$ cat config.mk
export PLATFORM = sky130hd
export DESIGN_NAME = pthc_div
export DESIGN_NICKNAME = d
export VERILOG_FILES = /design/src/hdl/pthc_pkg.sv /design/src/hdl/pthc_div.sv
export SDC_FILE = /design/constraint.sdc
export NUM_CORES = 2
export LEC_CHECK = 0
export BUFFER_PORTS_ARGS = -buffer_cell sky130_fd_sc_hd__buf_2
export CAP_MARGIN = 20
export CORE_ASPECT_RATIO = 1.4
export CORE_UTILIZATION = 25
export CTS_CLUSTER_DIAMETER = 40
export CTS_CLUSTER_SIZE = 28
export DETAILED_ROUTE_END_ITERATION = 16
export HOLD_SLACK_MARGIN = 0.1
export MAX_ROUTING_LAYER = met4
export SYNTH_ARGS = -nofsm -noshare
export SYNTH_HDL_FRONTEND = slang
export SYNTH_MEMORY_MAX_BITS = 65536
export SYNTH_SLANG_ARGS = --single-unit
$ cat constraint.sdc
create_clock -name clock -period 3.3 [get_ports clock]
set_clock_uncertainty 0.1 [all_clocks]
set_input_delay 0.165 -clock clock [delete_from_list [all_inputs] [get_ports clock]]
set_output_delay 0.165 -clock clock [all_outputs]
set_load 0.02 [all_outputs]
$ cat src/hdl/pthc_pkg.sv
// Shared types, constants and fixed-point helpers for the sensor compensation block.
package pthc_pkg;

   localparam int TEMP_FRAC_BITS_DEF = 24;
   localparam int DIV_W = 32;

   localparam logic [1:0] CSR_TEMP_CAL       = 2'd0;
   localparam logic [1:0] CSR_PRESS_CAL_LOW  = 2'd1;
   localparam logic [1:0] CSR_PRESS_CAL_HIGH = 2'd2;
   localparam logic [1:0] CSR_HUM_CAL        = 2'd3;

   typedef struct packed {
      logic             vld;
      logic [DIV_W-1:0] dividend;
      logic [DIV_W-1:0] divisor;
   } div_req_type;

   typedef struct packed {
      logic             vld;
      logic [DIV_W-1:0] quotient;
   } div_rsp_type;

   // signed divide by 2^k, rounding toward zero
   function automatic logic signed [31:0] tdiv(input logic signed [31:0] x,
                                               input int unsigned k);
      logic signed [31:0] b;
      b = x[31] ? ((32'sd1 <<< k) - 32'sd1) : 32'sd0;
      return (x + b) >>> k;
   endfunction

   function automatic logic signed [31:0] sx16(input logic [15:0] v);
      return {{16{v[15]}}, v};
   endfunction

endpackage

$ cat src/hdl/pthc_div.sv
// Pipelined restoring divider, one quotient bit per stage, unsigned 32 by 32.
module pthc_div
   import pthc_pkg::*;
(
   input  logic        clock,
   input  logic        reset,
   input  div_req_type req,
   output div_rsp_type rsp
);

   logic             vld_ff [DIV_W];
   logic [DIV_W-1:0] rem_ff [DIV_W];
   logic [DIV_W-1:0] num_ff [DIV_W];
   logic [DIV_W-1:0] quo_ff [DIV_W];
   logic [DIV_W-1:0] dsr_ff [DIV_W];

   logic [DIV_W-1:0] rem_in [DIV_W];
   logic [DIV_W-1:0] num_in [DIV_W];
   logic [DIV_W-1:0] quo_in [DIV_W];
   logic [DIV_W-1:0] dsr_in [DIV_W];

   logic [DIV_W-1:0] src_rem [DIV_W];
   logic [DIV_W-1:0] src_num [DIV_W];
   logic [DIV_W-1:0] src_quo [DIV_W];
   logic [DIV_W-1:0] src_dsr [DIV_W];
   logic [DIV_W:0]   trial   [DIV_W];
   logic             take    [DIV_W];

   always_comb begin
      src_rem[0] = '0;
      src_num[0] = req.dividend;
      src_quo[0] = '0;
      src_dsr[0] = req.divisor;
      for (int k = 1; k < DIV_W; k++) begin
         src_rem[k] = rem_ff[k-1];
         src_num[k] = num_ff[k-1];
         src_quo[k] = quo_ff[k-1];
         src_dsr[k] = dsr_ff[k-1];
      end
      for (int k = 0; k < DIV_W; k++) begin
         trial[k] = {src_rem[k], src_num[k][DIV_W-1]};
         take[k]  = (trial[k] >= {1'b0, src_dsr[k]});
         rem_in[k] = take[k] ? DIV_W'(trial[k] - {1'b0, src_dsr[k]})
                             : trial[k][DIV_W-1:0];
         num_in[k] = {src_num[k][DIV_W-2:0], 1'b0};
         quo_in[k] = {src_quo[k][DIV_W-2:0], take[k]};
         dsr_in[k] = src_dsr[k];
      end
   end

   always_ff @(posedge clock) begin
      if (reset) begin
         for (int k = 0; k < DIV_W; k++) vld_ff[k] <= 1'b0;
      end else begin
         vld_ff[0] <= req.vld;
         for (int k = 1; k < DIV_W; k++) vld_ff[k] <= vld_ff[k-1];
      end
   end

   always_ff @(posedge clock) begin
      for (int k = 0; k < DIV_W; k++) begin
         rem_ff[k] <= rem_in[k];
         num_ff[k] <= num_in[k];
         quo_ff[k] <= quo_in[k];
         dsr_ff[k] <= dsr_in[k];
      end
   end

   assign rsp.vld      = vld_ff[DIV_W-1];
   assign rsp.quotient = quo_ff[DIV_W-1];

endmodule

==> impl_results.md <==
- Worst setup path class: reg -> reg
- RSZ-0062 raised after global routing: true
- Max-cap violation count: 0
- Arrival @ worst endpoint: 4.41 ns
- Cell Rows: 306
- Design area: 0.175 mm2
- Syn avg cell area: 9.86 um2
- Hpwl dp: 264000 um
- Register Area: 0.0611 mm2
- # H-tree levels: 5
- Core area: 0.496 mm2
- Global-route wire length before repair: 542000 um
- Leak pwr: 80.5 nW
- CTS tree: done
- Worst Hold Class: reg -> reg
- Commonest non-fill, non-tap cells in the layout: 2851 x dfxtp_1, 1930 x buf_4, 1175 x inv_1, 894 x a21oi_1, 832 x ha_1
- Post-synthesis sequential area ratio: 48.8%
- WL final: 363000 um
- Post-synth ARST share: 0%
- Post-synth top flop: dfxtp_1
- P&R area growth vs syn: 40.7%
- Setup-failing EPs final: 248
- GPL Wtd Cong: 0.960
- Shortest period the worst path allows: 3.63 ns
- Max_slew headroom: 37.7%
- Max clock buf depth: 4
- DP Worst Slack: -1.38 ns
- Post-route core utilization: 35.3%
- Die Height: 837 um
- PD cells: 693 mW/mm2
- Port Buffers: 99
- Total track usage: 14.1%
- Area of placed instances: 0.146 mm2
- Number of global-route vias before repair: 103k
- Startpoint types: flop
- Multi-input logic area: 0.0652 mm2
- Vias: 97.8k
- Initial detailed-routing violation count: 3700
- Mapped Nets: 13.7k
- Slew Limit Fails: 0
- Initial Util: 25.1%
- Worst slew pin tran: 0.934 ns
- CP Max Fanout: 6
- Required @ worst endpoint: 4.08 ns
- DR pass1 iterations: 6
- Netlist cell types: 92
- Yosys reg bits: 3040
- Failing checks: negative setup slack
- Number of nets in the layout: 16.2k
- # DRC: 0
- Fin crit share: 110%
- Routed WL per cell: 16.4 um
- Post-Syn Instances: 12.6k
- Post-route setup slack: -0.328 ns
- FMAX: 276 MHz
- Crit end category: flop
- Cts bufs inserted: 408
- Most common cell after layout, fill and taps aside: dfxtp_1
- Largest net degree at the start of global routing: 34
- Fillers: 49.2k
- Netlist Area Pre-Place: 0.125 mm2
- Area of the die: 0.501 mm2
- Layout cells sized above 1: 30.9%
- Clk_lat worst skew: 1.01 ns
- Ys Warns: 0
- Final hold vios: 0
- # IOs: 100
- Peak VDD IR: 0.000696 V
- Total grt overflow: 0
- Outcome: finished with violations
- CTS root buf: clkbuf_16
- DRT antenna net count: 0
- Clock sinks: 3040
- DR vias/cell: 4.42
- Die X: 599 um
- Hold_ws: 0.144 ns
- Clock transition at path regs: 0.07 ns
- Initial antenna violation count: 5
- Post-synth EDFFs: 0
sequential cells by signal (all words and copies together) (netlist names):
register,flops
quo_ff,528
rem_ff,992
vld_ff,32
num_ff,496
dsr_ff,992
final timing paths:
| path | startpoint | to | slack [ns] | cells past startpoint |
|---|---|---|---|---|
| setup / recovery | rem_ff[0][416]$_DFF_P_ | rem_ff[0][448]$_DFF_P_ | -0.33 | 12 |
| hold / removal | quo_ff[1][206]$_DFF_P_ | quo_ff[1][239]$_DFF_P_ | 0.14 | 0 |
| setup reg to reg | rem_ff[0][416]$_DFF_P_ | rem_ff[0][448]$_DFF_P_ | -0.33 | 12 |
| hold reg to reg | quo_ff[1][206]$_DFF_P_ | quo_ff[1][239]$_DFF_P_ | 0.14 | 0 |
power by group:
part	leakage, nW	total [mW]	internal [mW]	switching (mW)
clock	7.20	46.8	27.9	18.9
sequential	25.3	42.5	40.0	2.48
combinational	48.1	32.3	16.5	15.9
routing by layer:
| metal | global-route usage (%) | up-vias | wire length [um] |
|---|---|---|---|
| met4 | 12.8 | 0 | 39800 |
| met2 | 28.5 | 2077 | 205000 |
| met5 | - | - | 0 |
| met1 | 10.3 | 45600 | 106000 |
| met3 | 2.15 | 1521 | 12200 |
| li1 | - | 48600 | - |
metrics by stage:
stage	setup TNS (ns)	total power, mW	cells
floorplan	0	59.2	12600
global placement	-248.99	69.6	20900
detailed placement	-250.38	69.9	20900
CTS	-31.40	120	21900
global route	-56.56	128	22100
finish	-25.02	122	22100
area by class of cell:
type | instances | share of cell area, %
Multi-Input combinational cell | 8013 | 37.2
Sequential cell | 3040 | 34.9
Timing Repair Buffer | 2413 | 12.0
Clock buffer | 474 | 6.21
Tap cell | 6622 | 4.72
Inverter | 1234 | 2.64
Clock inverter | 294 | 2.34
Antenna cell | 19 | 0.0271
worst max-delay path, cell delays in order (launching register included):
cell and delay, ns:
dfxtp_4 0.35, ha_4 0.24, nor2b_4 0.12, o31a_1 0.31
o41a_1 0.41, o31ai_4 0.35, a21oi_2 0.14, o21ai_2 0.15
a41oi_2 0.20, a41o_2 0.34, a41oi_4 0.23, buf_12 0.19
mux2i_4 0.38
synthesized netlist by cell type, drive strengths merged, types with 178 or more instances:
cell type / number / area share (%)
xor2: 316 / 2.2
nand4: 182 / 0.91
nor2: 733 / 2.2
o21ai: 691 / 2.8
clkbuf: 225 / 0.68
xnor2: 502 / 3.5
nand2: 693 / 2.1
nor2b: 184 / 0.92
mux2: 435 / 4.0
nand3: 178 / 0.71
ha: 994 / 10
inv: 1233 / 3.7
a21o: 501 / 3.0
dfxtp: 3040 / 49
a21oi: 1084 / 4.4
logic make-up after synthesis:
family	count (synthesis)	share of synthesized area [%]
muxes	478	4.32
buffers and inverters	1591	5.05
and+or+nand+nor	2505	9.53
xor gates and xnor gates	818	5.75
DFF	3040	48.8
adders and majority gates	1024	10.5
AOI/OAI and AO/OA	3188	16.1
what timing repair did:
item / CTS / global route
gates resized for setup: 1027 / 1118
endpoints found under the setup margin: 973 / 918
buffers inserted: 147 / 147
gates cloned: 56 / 30
endpoints found under the hold margin: 128 / 0
hold buffers: 135 / 0
pin swaps: 322 / 477
Power figures use the tool's default switching activity.
